**config.mk**
```make
export PLATFORM = sky130hd
export DESIGN_NAME = bitmap_contiguous_frame_allocator
export DESIGN_NICKNAME = d
export VERILOG_FILES = /design/src/hw/rtl/bcfa_pkg.sv /design/src/hw/rtl/bitmap_contiguous_frame_allocator.sv /design/src/hw/rtl/bcfa_map.sv
export SDC_FILE = /design/constraint.sdc
export NUM_CORES = 1
export LEC_CHECK = 0
export ABC_AREA = 1
export BUFFER_PORTS_ARGS = -buffer_cell sky130_fd_sc_hd__buf_2
export CORE_MARGIN = 3
export CORE_UTILIZATION = 60
export DETAILED_ROUTE_END_ITERATION = 7
export HOLD_SLACK_MARGIN = 0.08
export PLACE_DENSITY = 0.81
export SYNTH_ARGS = -nofsm -noshare
export SYNTH_HDL_FRONTEND = slang
export SYNTH_SLANG_ARGS = --single-unit
```
**constraint.sdc**
```tcl
create_clock -name clk -period 5.8 [get_ports clk]
set_input_delay 0.58 -clock clk [delete_from_list [all_inputs] [get_ports clk]]
set_output_delay 0.58 -clock clk [all_outputs]
set_load 0.05 [all_outputs]
```
**src/hw/rtl/bcfa_pkg.sv**
```systemverilog
// Package for the bitmap first-fit frame allocator: sizes, request/status codes,
// sequencer states and the bitmap write struct. No dependencies.
package bcfa_pkg;

    localparam int FRAMES      = 256;
    localparam int PAGE_SHIFT  = 12;
    localparam int WORD_BITS   = 32;
    localparam int BIT_W       = $clog2(WORD_BITS);
    localparam int MAP_WORDS   = (FRAMES + WORD_BITS - 1) / WORD_BITS;
    localparam int WIDX_W      = (MAP_WORDS > 1) ? $clog2(MAP_WORDS) : 1;
    localparam int FRAME_W     = $clog2(FRAMES);
    localparam int CNT_W       = $clog2(FRAMES + 1);
    localparam int PAGE_NUM_W  = 32 - PAGE_SHIFT;

    localparam logic [1:0] MODE_ALLOC = 2'd0;
    localparam logic [1:0] MODE_FREE  = 2'd1;
    localparam logic [1:0] MODE_MARK  = 2'd2;

    localparam logic [1:0] ST_OK      = 2'd0;
    localparam logic [1:0] ST_NOSPACE = 2'd1;
    localparam logic [1:0] ST_RANGE   = 2'd2;

    typedef enum logic [2:0] {
        S_IDLE,
        S_CHECK,
        S_DECIDE,
        S_SCAN,
        S_FILL,
        S_FINISH
    } state_t;

    typedef struct packed {
        logic               en;
        logic [FRAME_W-1:0] frame;
        logic               used;
    } map_wr_t;

endpackage

```
**src/hw/rtl/bitmap_contiguous_frame_allocator.sv**
```systemverilog
// Bitmap first-fit allocator over FRAMES pages of 4 KiB above region_base.
// Depends on bcfa_pkg and bcfa_map.
//
//   channel   signals                                   direction
//   req       req_valid/req_stall, mode, frame_count,   in  (stall driven here)
//             phys_address
//   rsp       rsp_valid/rsp_stall, result_address,      out (stall from sink)
//             status
//   cfg       cfg_wr_en, cfg_wr_data (region_base)      in, no wait
//
// One item at a time; req_stall is low only while the sequencer is idle.
// Allocate: CHECK and DECIDE set up, SCAN walks the bitmap positions (up to
// the usable frame count), FILL marks the run found, FINISH loads the result.
// Free/mark: CHECK, DECIDE, FILL per frame, FINISH; a zero count or a range
// fault goes from DECIDE straight to FINISH. One bitmap bit is read and one
// written at a time. Reset clears the bitmap at once; the result register
// holds while rsp_stall is high and the next item can be taken meanwhile.
module bitmap_contiguous_frame_allocator (
    input  logic        clk,
    input  logic        rst_n,
    input  logic        cfg_wr_en,
    input  logic [31:0] cfg_wr_data,
    input  logic        req_valid,
    output logic        req_stall,
    input  logic [1:0]  mode,
    input  logic [8:0]  frame_count,
    input  logic [31:0] phys_address,
    output logic        rsp_valid,
    input  logic        rsp_stall,
    output logic [31:0] result_address,
    output logic [1:0]  status
);

    localparam int FW = bcfa_pkg::FRAME_W;
    localparam int CW = bcfa_pkg::CNT_W;
    localparam int PW = bcfa_pkg::PAGE_NUM_W;

    bcfa_pkg::state_t state_reg, state_next;

    logic [31:0]   base_reg;
    logic [1:0]    mode_reg, mode_next;
    logic [8:0]    n_reg, n_next;
    logic [31:0]   addr_reg, addr_next;
    logic [CW-1:0] limit_reg, limit_next;
    logic [PW-1:0] off_reg, off_next;
    logic          below_reg, below_next;
    logic [FW-1:0] frame_reg, frame_next;
    logic [CW-1:0] run_reg, run_next;
    logic [CW-1:0] rem_reg, rem_next;
    logic [31:0]   res_addr_reg, res_addr_next;
    logic [1:0]    res_status_reg, res_status_next;

    logic          rsp_valid_reg, rsp_valid_next;
    logic [31:0]   rsp_addr_reg, rsp_addr_next;
    logic [1:0]    rsp_status_reg, rsp_status_next;

    logic          req_take;
    logic          out_free;
    logic          used;
    bcfa_pkg::map_wr_t map_wr;

    logic [31:0]   base_addr;
    logic [PW:0]   room;
    logic [32:0]   diff;
    logic [PW:0]   run_end;
    logic          range_bad;
    logic [CW-1:0] run_inc;
    logic          hit;
    logic          last_pos;
    logic [FW-1:0] first;

    assign req_stall = (state_reg != bcfa_pkg::S_IDLE);
    assign req_take  = req_valid && !req_stall;
    assign out_free  = !rsp_valid_reg || !rsp_stall;

    assign rsp_valid      = rsp_valid_reg;
    assign result_address = rsp_addr_reg;
    assign status         = rsp_status_reg;

    assign base_addr = {base_reg[31:bcfa_pkg::PAGE_SHIFT], {bcfa_pkg::PAGE_SHIFT{1'b0}}};
    // pages left below 2^32; S_CHECK clips this to the bitmap size into limit_reg
    assign room      = {1'b1, {PW{1'b0}}} - {1'b0, base_reg[31:bcfa_pkg::PAGE_SHIFT]};
    assign diff      = {1'b0, addr_reg} - {1'b0, base_addr};
    assign run_end   = (PW+1)'(off_reg) + (PW+1)'(n_reg);
    assign range_bad = below_reg || (run_end > (PW+1)'(limit_reg));

    assign run_inc  = used ? '0 : run_reg + CW'(1);
    assign hit      = (32'(run_inc) == 32'(n_reg));
    assign last_pos = (32'(frame_reg) + 32'd1 == 32'(limit_reg));
    assign first    = frame_reg + FW'(1) - FW'(n_reg);

    bcfa_map u_map (
        .clk      (clk),
        .rst_n    (rst_n),
        .rd_frame (frame_reg),
        .rd_used  (used),
        .wr       (map_wr)
    );

    // next state
    always_comb
    begin
        state_next = state_reg;
        case (state_reg)
            bcfa_pkg::S_IDLE:
            begin
                if (req_take)
                begin
                    state_next = bcfa_pkg::S_CHECK;
                end
            end
            bcfa_pkg::S_CHECK:
            begin
                state_next = bcfa_pkg::S_DECIDE;
            end
            bcfa_pkg::S_DECIDE:
            begin
                state_next = bcfa_pkg::S_FINISH;
                if (n_reg != '0)
                begin
                    if (mode_reg == bcfa_pkg::MODE_ALLOC)
                    begin
                        state_next = bcfa_pkg::S_SCAN;
                    end
                    else if ((mode_reg == bcfa_pkg::MODE_FREE ||
                              mode_reg == bcfa_pkg::MODE_MARK) && !range_bad)
                    begin
                        state_next = bcfa_pkg::S_FILL;
                    end
                end
            end
            bcfa_pkg::S_SCAN:
            begin
                if (hit)
                begin
                    state_next = bcfa_pkg::S_FILL;
                end
                else if (last_pos)
                begin
                    state_next = bcfa_pkg::S_FINISH;
                end
            end
            bcfa_pkg::S_FILL:
            begin
                if (rem_reg == CW'(1))
                begin
                    state_next = bcfa_pkg::S_FINISH;
                end
            end
            bcfa_pkg::S_FINISH:
            begin
                if (out_free)
                begin
                    state_next = bcfa_pkg::S_IDLE;
                end
            end
            default:
            begin
                state_next = bcfa_pkg::S_IDLE;
            end
        endcase
    end

    // datapath and outputs
    always_comb
    begin
        mode_next       = mode_reg;
        n_next          = n_reg;
        addr_next       = addr_reg;
        limit_next      = limit_reg;
        off_next        = off_reg;
        below_next      = below_reg;
        frame_next      = frame_reg;
        run_next        = run_reg;
        rem_next        = rem_reg;
        res_addr_next   = res_addr_reg;
        res_status_next = res_status_reg;
        rsp_addr_next   = rsp_addr_reg;
        rsp_status_next = rsp_status_reg;
        rsp_valid_next  = rsp_valid_reg && rsp_stall;
        map_wr.en       = 1'b0;
        map_wr.frame    = frame_reg;
        map_wr.used     = (mode_reg != bcfa_pkg::MODE_FREE);

        case (state_reg)
            bcfa_pkg::S_IDLE:
            begin
                if (req_take)
                begin
                    mode_next = mode;
                    n_next    = frame_count;
                    addr_next = phys_address;
                end
            end
            bcfa_pkg::S_CHECK:
            begin
                limit_next = (room < (PW+1)'(bcfa_pkg::FRAMES)) ?
                             CW'(room) : CW'(bcfa_pkg::FRAMES);
                below_next = diff[32];
                off_next   = diff[31:bcfa_pkg::PAGE_SHIFT];
            end
            bcfa_pkg::S_DECIDE:
            begin
                res_addr_next   = '0;
                res_status_next = bcfa_pkg::ST_OK;
                frame_next      = '0;
                run_next        = '0;
                rem_next        = CW'(n_reg);
                if (mode_reg == bcfa_pkg::MODE_ALLOC)
                begin
                    if (n_reg == '0)
                    begin
                        res_addr_next = base_addr;
                    end
                end
                else if (mode_reg == bcfa_pkg::MODE_FREE || mode_reg == bcfa_pkg::MODE_MARK)
                begin
                    if (n_reg != '0)
                    begin
                        if (range_bad)
                        begin
                            res_status_next = bcfa_pkg::ST_RANGE;
                        end
                        frame_next = FW'(off_reg);
                    end
                end
            end
            bcfa_pkg::S_SCAN:
            begin
                run_next   = run_inc;
                frame_next = frame_reg + FW'(1);
                if (hit)
                begin
                    frame_next    = first;
                    res_addr_next = base_addr + (32'(first) << bcfa_pkg::PAGE_SHIFT);
                end
                else if (last_pos)
                begin
                    res_status_next = bcfa_pkg::ST_NOSPACE;
                end
            end
            bcfa_pkg::S_FILL:
            begin
                map_wr.en  = 1'b1;
                frame_next = frame_reg + FW'(1);
                rem_next   = rem_reg - CW'(1);
            end
            bcfa_pkg::S_FINISH:
            begin
                if (out_free)
                begin
                    rsp_valid_next  = 1'b1;
                    rsp_addr_next   = res_addr_reg;
                    rsp_status_next = res_status_reg;
                end
            end
            default:
            begin
            end
        endcase
    end

    always_ff @(posedge clk or negedge rst_n)
    begin
        if (!rst_n)
        begin
            state_reg     <= bcfa_pkg::S_IDLE;
            rsp_valid_reg <= 1'b0;
            base_reg      <= '0;
        end
        else
        begin
            state_reg     <= state_next;
            rsp_valid_reg <= rsp_valid_next;
            if (cfg_wr_en)
            begin
                base_reg <= cfg_wr_data;
            end
        end
    end

    always_ff @(posedge clk)
    begin
        mode_reg       <= mode_next;
        n_reg          <= n_next;
        addr_reg       <= addr_next;
        limit_reg      <= limit_next;
        off_reg        <= off_next;
        below_reg      <= below_next;
        frame_reg      <= frame_next;
        run_reg        <= run_next;
        rem_reg        <= rem_next;
        res_addr_reg   <= res_addr_next;
        res_status_reg <= res_status_next;
        rsp_addr_reg   <= rsp_addr_next;
        rsp_status_reg <= rsp_status_next;
    end

endmodule

```
**src/hw/rtl/bcfa_map.sv**
```systemverilog
// Occupancy bitmap: one bit per frame in 32-bit words, one bit read and one
// bit written per cycle. Depends on bcfa_pkg.
module bcfa_map (
    input  logic                           clk,
    input  logic                           rst_n,
    input  logic [bcfa_pkg::FRAME_W-1:0]   rd_frame,
    output logic                           rd_used,
    input  bcfa_pkg::map_wr_t              wr
);

    logic [bcfa_pkg::WORD_BITS-1:0] words_reg [bcfa_pkg::MAP_WORDS];

    logic [bcfa_pkg::WIDX_W-1:0] rd_word;
    logic [bcfa_pkg::BIT_W-1:0]  rd_bit;
    logic [bcfa_pkg::WIDX_W-1:0] wr_word;
    logic [bcfa_pkg::BIT_W-1:0]  wr_bit;

    assign rd_word = bcfa_pkg::WIDX_W'(rd_frame >> bcfa_pkg::BIT_W);
    assign rd_bit  = rd_frame[bcfa_pkg::BIT_W-1:0];
    assign wr_word = bcfa_pkg::WIDX_W'(wr.frame >> bcfa_pkg::BIT_W);
    assign wr_bit  = wr.frame[bcfa_pkg::BIT_W-1:0];

    assign rd_used = words_reg[rd_word][rd_bit];

    // reset leaves every frame free
    always_ff @(posedge clk or negedge rst_n)
    begin
        if (!rst_n)
        begin
            for (int w = 0; w < bcfa_pkg::MAP_WORDS; w++)
            begin
                words_reg[w] <= '0;
            end
        end
        else if (wr.en)
        begin
            words_reg[wr_word][wr_bit] <= wr.used;
        end
    end

endmodule

```
* Word level (Yosys, flattened, before mapping)
Cells that the tools add are included.
Storage, ports and cells: flip-flop bits (word level) 459, input bits 80, output and inout port bits 36, word-level logic and storage cells 124
Operators by class: $add $sub $neg 9, order comparisons 6, equal/unequal tests 18, muxes and demuxes 41, bitwise gates (word level) 1, reduce and logical (&&, ||, !) cells 25
Operators by type and width (count):
- bitwise mux 256 bit | 1
- 2-to-1 mux 32 bit | 6
- binary-select mux 32 bit (select 3 bit) | 1
- demux 32 bit (select 3 bit) | 1
- case mux 32 bit (2 select lines) | 1
- case mux 9 bit (2 select lines) | 2
- subtractor 32 x 32 -> 33 bit | 1
- adder 32 x 20 -> 32 bit | 1
- 2-to-1 mux 8 bit | 4
- case mux 8 bit (3 select lines) | 1
- adder 20 x 9 -> 21 bit | 1
- greater-than comparator 21 x 9 -> 1 bit | 1
- < comparator 21 x 9 -> 1 bit, second input constant | 1
- 2-to-1 mux 3 bit | 7
- subtractor 21 x 20 -> 21 bit, first input constant | 1
- equality test 9 bit | 2
- case mux 3 bit (6 select lines) | 1
- 2-to-1 mux 2 bit | 6
- != test 2 bit, second input constant | 6
- adder 8 x 1 -> 9 bit, second input constant | 1
- adder 9 x 1 -> 9 bit, second input constant | 1
- equality test 9 x 1 -> 1 bit, second input constant | 1
- zero test 9 bit | 1
- 2-to-1 mux 9 bit | 1
- 30 further kinds | 50

* Depth between registers and ports, before layout
Gate-level depths: netlist of run 1.
depth after elaboration 10, gate-level depth with buffers 28, mapped depth without buffers 26

* Hierarchy
Synthesis of run 1 repeated with hierarchy kept, for this count alone.
Second synthesis, totals: cell total of the unflattened synthesis 2791, area, all modules 23383.7 um^2
Modules (own cells, without submodules):
- bcfa_map | instances 1, cells an instance 1641, area each 13499.2 um^2, seq. area each 6406.1 um^2
- bitmap_contiguous_frame_allocator | instances 1, cells an instance 1150, area each 9884.5 um^2, seq. area each 4534.3 um^2

* Least setup slack after synthesis of run 1
No wires, ideal clock.
path kind reg-to-reg, from register frame_reg[1], to register res_addr_reg[31], data pin, library setup time 0.254 ns, arrival 4.074 ns, required time 5.546 ns, setup slack 1.472 ns, cell stages (with the launch flop) 28, path buffers 2, period minus slack after synthesis 4.328 ns, path through edfxtp_1 > buf_2 > inv_1 > clkbuf_1 > nor3_1 > xor2_1 > ha_1 > nand2_1 > nor2_1 > a211oi_1 > xor2_1 > inv_1 > ha_1 > a21oi_1 > a21boi_0 > or2_2 > nand2_1 > a21o_1 > nand2_1 > nand2_1 > nand2_1 > nor2_1 > nand3_1 > nor2_1 > nand3_1 > nor3_1 > nand2_1 > o21a_1
On the way: word-level cells in the longest chain between the ends 5
RTL lines:
- start: declaration | RTL line bitmap_contiguous_frame_allocator.sv:47 | logic [FW-1:0] frame_reg, frame_next;
- start signal: assignment | RTL line bitmap_contiguous_frame_allocator.sv:290 | frame_reg <= frame_next;
- adder 8 x 1 -> 8 bit | RTL line bitmap_contiguous_frame_allocator.sv:90 | assign first = frame_reg + FW'(1) - FW'(n_reg);
- subtractor 8 bit | RTL line bitmap_contiguous_frame_allocator.sv:90
- adder 32 x 20 -> 32 bit | RTL line bitmap_contiguous_frame_allocator.sv:235 | res_addr_next = base_addr + (32'(first) << bcfa_pkg::PAGE_SHIFT);
- 2-to-1 mux 32 bit | RTL line bitmap_contiguous_frame_allocator.sv:232 | if (hit)
- case mux 32 bit (2 select lines) | RTL line bitmap_contiguous_frame_allocator.sv:185 | case (state_reg)
- named net res_addr_next[31] | RTL line bitmap_contiguous_frame_allocator.sv:50 | logic [31:0] res_addr_reg, res_addr_next;
- end signal: assignment | RTL line bitmap_contiguous_frame_allocator.sv:293 | res_addr_reg <= res_addr_next;
- end: declaration | RTL line bitmap_contiguous_frame_allocator.sv:50
The timed path passes the listed nets, and every way through them passes these cells. The select of a mux whose other input is x is not followed. A chain may end at the register's enable or synchronous reset.

* Worst setup path in the final report of run 1
from register frame_reg[0], to register res_addr_reg[31], data pin
The elaborated chain is that of the path after synthesis.

==> flow_metrics.py, run 1 <==
metrics = {
    "drt": {
        "number_of_drc_markers_in_iteration_0": 2457,
        "routed-via-count": 19357,
        "final_antenna_net_count": 0,
        "drc": 0,
        "routedWlPerCell_um": 18.5,
        "viasPerCell": 6.05,
        "drt-pass1-iter-count": 6,
        "totalWireLength_um": 59100,
    },
    "timing": {
        "setup_viol_count_final": 0,
        "worst_slew_pin_slew_ns": 1.19,
        "worst_clock_skew_ns": 0.0170,
        "maxSlewViolCount": 0,
        "totalNegativeSetupSlack_ns": 0,
        "fin_ws_ns": 0.650,
        "clock.fmax_ghz": 0.194,
        "worst_slew_margin_rel": 0.206,
        "timing.final.hold_violations": 0,
        "final_period_minus_worst_setup_slack_ns": 5.15,
        "setup_repair_after_global_routing_missed_its_margin": "false",
        "final_min_period_over_clock_period": 0.888,
    },
    "power": {
        "power_per_cell_area_mw_per_mm2": 521,
        "max-vdd-ir-drop_mv": 0.409,
        "leakage_power_summed_over_all_cells_uw": 0.0112,
        "report.power.total_uw": 12700,
    },
    "synthesis": {
        "synth-warning-count": 0,
        "ys_ff_latch": 411,
        "synth.largest_area_cell": "dfrtp_1",
        "sequential_area_share_after_synthesis": 0.487,
        "yosys-top-cells-area": "dfrtp_1, edfxtp_1, nand2_1",
        "async_flop_share": 0.681,
        "postSynthCellCount": 2714,
        "synth_top_flop_cell": "dfrtp_1",
        "syn-mean-instance-area_um2": 8.28,
        "syn-cell-area_mm2": 0.0225,
        "yosys.cell_types.count": 54,
        "yosys.area.top_type_share": 0.312,
        "synth-edff-count": 131,
    },
    "clock_network": {
        "clock_tree.root_cell": "clkbuf_16",
        "tritoncts": "yes",
        "hold_buffers": 1,
        "ctsHtreeMaxLevel": 2,
        "cts-buffers-inserted": 44,
        "path_clk_slew_ns": 0.06,
        "cts_setup_buffers": 0,
        "clock_path_buffers": 3,
        "insertion_delay_ns": 0.58,
        "cts.sink_count": 411,
        "ctsResizeCount": 0,
    },
    "placed_design": {
        "detailed_place_hpwl_um": 37000,
        "globalplace.congestion": 0.901,
        "detailedPlace.worstSlack_ns": 0.868,
        "numPortBuffers": 79,
    },
    "worst_setup_path": {
        "worstSetupPathType": "reg -> reg",
        "crit_fanout": 20,
        "sort_of_element_at_the_start_of_the_critical_path": "register",
        "critPathArrivalTime_ns": 5.47,
        "critical_path_required_time_ns": 6.12,
        "critical_path.endpoint_type": "register",
    },
    "outcome": {
        "outcome": "finished, final reports clean",
    },
    "floorplan": {
        "std_cell_rows": 70,
        "floorplan.initialDensity": 0.611,
        "vertical_extent_of_the_die_um": 200,
        "ioPinCount": 116,
        "floorplan.die.width_um": 200,
        "fp.dieArea_mm2": 0.0398,
        "placeableCoreArea_mm2": 0.0368,
    },
    "layout": {
        "synthToLayoutAreaGrowth_pct": 8.50,
        "antenna-diode-count": 0,
        "largest_reg_flops": 256,
        "proportion_of_layout_cells_with_a_drive_suffix_above_1": 0.0805,
        "nets": 2845,
        "fin_util": 0.663,
    },
    "global_routing": {
        "grt_max_degree": 257,
        "groute.usage.overall": 0.297,
        "globalRoute.totalOverflow": 0,
        "grt_first_pass_wirelength_um": 94800,
        "antenna_violations_before_repair": 0,
        "grt_pass1_vias": 18770,
    },
    "flow_run": {
        "timing.max_cap.violations": 0,
    },
    "min_path": {
        "hold_class": "in -> reg",
    },
}
## cells in the final DEF (no fill, tap or decap), drive strengths merged, types with 12 or more instances in the layout
master  count
clkbuf     60
ha         63
buf       110
dfrtp     280
edfxtp    131
conb       12
xnor2      18
nor3       37
xor2       48
nor2      232
o211ai     19
clkinv     19
nand3     140
inv       274
a31oi     251
nand4      22
o21ai      95
a21oi     301
nand2     563
## layout make-up
class / instances / area, um^2
Tap cell: 468 / 586
Clock buffer: 60 / 1250
Multi-Input combinational cell: 1856 / 9720
Fill cell: 2955 / 12400
Clock inverter: 22 / 171
Timing Repair Buffer: 111 / 686
Sequential cell: 411 / 10900
Inverter: 274 / 1030
## cells by family after synthesis
group	count (synthesis)	synth area share
buffers and inverters	458	0.0860
DFF	411	0.487
adders and majority gates	67	0.0386
other	1	0.000167
and+or+nand+nor	1019	0.190
AOI/OAI and AO/OA	692	0.173
xor gates and xnor gates	66	0.0257
## worst paths after layout
path	startpoint	endpoint	slack, ns	depth (start not counted)
min reg2reg	res_addr_reg[29]$_DFFE_PP_	result_address[29]$_DFFE_PP_	0.42	0
max reg2reg	frame_reg[0]$_DFFE_PP_	res_addr_reg[31]$_DFFE_PP_	0.65	25
min	phys_address[14]	addr_reg[14]$_DFFE_PP_	0.17	1
max in group asynchronous	rst_n	u_map.words_reg[114]$_DFFE_PN0P_	3.73	3
min in group asynchronous	rst_n	u_map.words_reg[229]$_DFFE_PN0P_	0.60	2
max	frame_reg[0]$_DFFE_PP_	res_addr_reg[31]$_DFFE_PP_	0.65	25
## Yosys cell counts (all sizes together) (37+ instances only)
cell type,count
nand2,563
a21oi,301
dfrtp,280
inv,271
a31oi,251
nor2,232
nand3,140
edfxtp,131
clkbuf,120
o21ai,95
buf,64
ha,63
xor2,48
nor3,37
## worst max-delay path: stages, from the launching register on
cell	delay [ns]
edfxtp_1	0.73
inv_1	0.14
buf_4	0.27
ha_1	0.39
inv_1	0.11
fa_1	0.22
nor2_1	0.06
a211oi_1	0.30
xor2_1	0.18
inv_1	0.10
ha_1	0.37
a21oi_1	0.11
a21boi_0	0.15
or2_2	0.31
nand2_1	0.07
a21o_1	0.13
nand2_1	0.07
nand2_1	0.09
nand2_1	0.05
nor2_1	0.20
nand3_1	0.10
nor2_1	0.18
nand3_1	0.14
nor3_1	0.22
nand2_1	0.08
o21a_1	0.11
## per-stage QoR
step / instances / hold slack, ns / instance area, um^2
after global routing: 3202 / 0.161 / 24400
after CTS: 3202 / 0.150 / 24400
after detailed placement: 3119 / 0.405 / 23000
after global placement: 3119 / 0.401 / 23000
final: 3202 / 0.171 / 24400
after floorplan: 2725 / 0.284 / 22500
## power by group
part	switching [uW]	internal (uW)	leakage, uW	total [uW]
registers	518	3880	0.00506	4400
logic	3830	1700	0.00542	5530
clock network	1160	1610	0.000714	2770
## routing by layer
metal / vias to the layer above / routed length [um] / track usage / part of all wire
met3: 182 / 5060 / 0.0481 / 0.086
met2: 953 / 28300 / 0.495 / 0.48
met1: 9071 / 23500 / 0.386 / 0.40
met5: - / 0 / 0 / 0
li1: 9151 / - / - / -
met4: 0 / 2320 / 0.132 / 0.039
Power figures use the tool's default switching activity.
==> run 2: changes to the inputs <==
--- a/config.mk
+++ b/config.mk
@@ -8,10 +8,10 @@
 export ABC_AREA = 1
 export BUFFER_PORTS_ARGS = -buffer_cell sky130_fd_sc_hd__buf_2
 export CORE_MARGIN = 3
-export CORE_UTILIZATION = 60
+export CORE_UTILIZATION = 40
 export DETAILED_ROUTE_END_ITERATION = 7
 export HOLD_SLACK_MARGIN = 0.08
-export PLACE_DENSITY = 0.81
+export PLACE_DENSITY = 0.59
 export SYNTH_ARGS = -nofsm -noshare
 export SYNTH_HDL_FRONTEND = slang
 export SYNTH_SLANG_ARGS = --single-unit
==> run 2 against run 1 <==
Net effect:
- register-to-register slack better by 0.19 ns
- critical endpoint unchanged
- non-clock buffer count is 4 higher
- via count is 2.1% lower
- critical path depth stayed put
- combinational power is 0.7% higher
- sequential power hardly changed
- total power is 1.9% higher
- setup slack better by 0.19 ns
- utilization is 21 points lower
==> flow_metrics.py, run 2 (synthesis gave the netlist of run 1 again) <==
metrics = {
    "power": {
        "report.power.total_uw": 12900,
        "max-vdd-ir-drop_mv": 0.357,
        "power_per_cell_area_mw_per_mm2": 520,
        "leakage_power_summed_over_all_cells_uw": 0.0113,
    },
    "clock_network": {
        "insertion_delay_ns": 0.60,
        "path_clk_slew_ns": 0.06,
        "tritoncts": "yes",
        "cts.sink_count": 411,
        "cts-buffers-inserted": 47,
        "clock_path_buffers": 3,
        "clock_tree.root_cell": "clkbuf_16",
        "cts_setup_buffers": 0,
        "ctsResizeCount": 0,
        "ctsHtreeMaxLevel": 2,
    },
    "min_path": {
        "hold_path_end": "addr_reg[20]$_DFFE_PP_",
        "hold_class": "in -> reg",
        "hold_depth": 1,
        "hp-start": "phys_address[20]",
    },
    "placed_design": {
        "numPortBuffers": 79,
        "globalplace.congestion": 0.864,
        "detailed_place_hpwl_um": 39500,
    },
    "drt": {
        "routedWlPerCell_um": 18.0,
        "totalWireLength_um": 62800,
        "drc": 0,
        "final_antenna_net_count": 0,
        "number_of_drc_markers_in_iteration_0": 1656,
        "drt-pass1-iter-count": 5,
        "viasPerCell": 5.44,
        "routed-via-count": 18960,
    },
    "layout": {
        "proportion_of_layout_cells_with_a_drive_suffix_above_1": 0.0825,
        "mostFrequentLayoutCells": "nand2_1, a21oi_1, dfrtp_1",
        "nets": 2852,
        "largest_reg_flops": 256,
        "fill_cells": 5400,
        "layout.cells.most_common": "nand2_1",
        "synthToLayoutAreaGrowth_pct": 10.8,
        "fin_util": 0.450,
        "antenna-diode-count": 0,
    },
    "worst_setup_path": {
        "critical_path.endpoint_type": "register",
        "rr_startpoint": "frame_reg[0]$_DFFE_PP_",
        "critPathArrivalTime_ns": 5.31,
        "sort_of_element_at_the_start_of_the_critical_path": "register",
        "worst-r2r-cell-count": 25,
        "critical_path_required_time_ns": 6.15,
        "crit_fanout": 20,
        "ff2ff_setup_slack_ns": 0.84,
        "worstSetupPathType": "reg -> reg",
        "critical_path.reg2reg.endpoint": "res_addr_reg[31]$_DFFE_PP_",
    },
    "timing": {
        "hold_ws_ns": 0.156,
        "maxSlewViolCount": 0,
        "final_min_period_over_clock_period": 0.855,
        "setup_viol_count_final": 0,
        "clock.fmax_ghz": 0.202,
        "worst_slew_margin_rel": 0.0128,
        "final_period_minus_worst_setup_slack_ns": 4.96,
        "setup_repair_after_global_routing_missed_its_margin": "false",
        "totalNegativeSetupSlack_ns": 0,
        "worst_slew_pin_slew_ns": 1.48,
        "worst_clock_skew_ns": 0.0233,
        "timing.final.hold_violations": 0,
    },
    "global_routing": {
        "globalRoute.totalOverflow": 0,
        "antenna_violations_before_repair": 0,
        "groute.usage.overall": 0.211,
        "grt_pass1_vias": 18103,
        "grt_max_degree": 257,
        "grt_first_pass_wirelength_um": 100000,
    },
    "outcome": {
        "outcome": "finished, final reports clean",
    },
    "flow_run": {
        "timing.max_cap.violations": 0,
    },
    "floorplan": {
        "ioPinCount": 116,
        "vertical_extent_of_the_die_um": 243,
        "floorplan.die.width_um": 243,
        "floorplan.initialDensity": 0.406,
        "placeableCoreArea_mm2": 0.0553,
        "fp.dieArea_mm2": 0.0591,
        "std_cell_rows": 86,
    },
}
-- run 2: cell types whose count changed in the layout (fill, tap and decap cells not counted), sizes merged --
cell and delta:
clkinv -3, clkinvlp -1, buf +4, clkbuf +8, inv -2
-- run 2: critical path: stages (launching register included) --
cell and delay [ns]:
edfxtp_1 0.40, buf_4 0.35, ha_1 0.27, xor2_1 0.38
ha_1 0.36, nand2_1 0.08, nor2_1 0.04, a211oi_1 0.35
xor2_1 0.18, inv_1 0.08, ha_1 0.36, a21oi_1 0.08
a21boi_0 0.14, or2_2 0.30, nand2_1 0.07, a21o_1 0.12
nand2_1 0.07, nand2_1 0.09, nand2_1 0.05, nor2_1 0.19
nand3_1 0.10, nor2_1 0.17, nand3_1 0.12, nor3_1 0.20
nand2_1 0.08, o21a_1 0.11
-- run 2: routing by layer --
metal / GRT usage / wire (um) / vias up
met2: 0.352 / 29900 / 589
li1: - / - / 9189
met4: 0.0652 / 1760 / 0
met1: 0.286 / 27900 / 9068
met5: 0 / 0 / -
met3: 0.0268 / 3320 / 114
-- run 2: power by group --
part | internal [uW] | switching (uW)
sequential | 3880 | 516
combinational | 1710 | 3860
clock | 1750 | 1230
total | 7340 | 5600
-- run 2: metrics by stage --
step	cell area, um^2	instances	setup slack [ns]
2_1_floorplan	22500	2725	1.47
3_3_place_gp	23300	3403	0.975
3_5_place_dp	23300	3403	0.890
4_1_cts	24900	3488	0.896
5_1_grt	24900	3488	0.403
6_report	24900	3488	0.841
-- run 2: cell type report --
cell class | instances | area, um^2 | share of cell area
Clock inverter | 16 | 171 | 0.00688
Timing Repair Buffer | 115 | 716 | 0.0287
Inverter | 274 | 1030 | 0.0415
Multi-Input combinational cell | 1856 | 9720 | 0.390
Clock buffer | 68 | 1390 | 0.0556
Tap cell | 748 | 936 | 0.0376
Sequential cell | 411 | 10900 | 0.439
-- run 2: timing repair --
action	4_1_cts	5_1_grt
hold buffers	1	0
hold endpoints to repair	73	0
setup endpoints to repair	0	0
-- run 2: worst max path at each step --
| stage | to | from | cells after the start |
|---|---|---|---|
| 6_report | res_addr_reg[31]$_DFFE_PP_ | frame_reg[0]$_DFFE_PP_ | 25 |
| 5_1_grt | res_addr_reg[31]$_DFFE_PP_ | frame_reg[0]$_DFFE_PP_ | 25 |
| 4_1_cts | res_addr_reg[31]$_DFFE_PP_ | frame_reg[0]$_DFFE_PP_ | 25 |
| 3_5_place_dp | res_addr_reg[31]$_DFFE_PP_ | frame_reg[0]$_DFFE_PP_ | 25 |
| 3_3_place_gp | res_addr_reg[31]$_DFFE_PP_ | frame_reg[0]$_DFFE_PP_ | 26 |
| 2_1_floorplan | res_addr_reg[31]$_DFFE_PP_ | frame_reg[1]$_DFFE_PP_ | 27 |
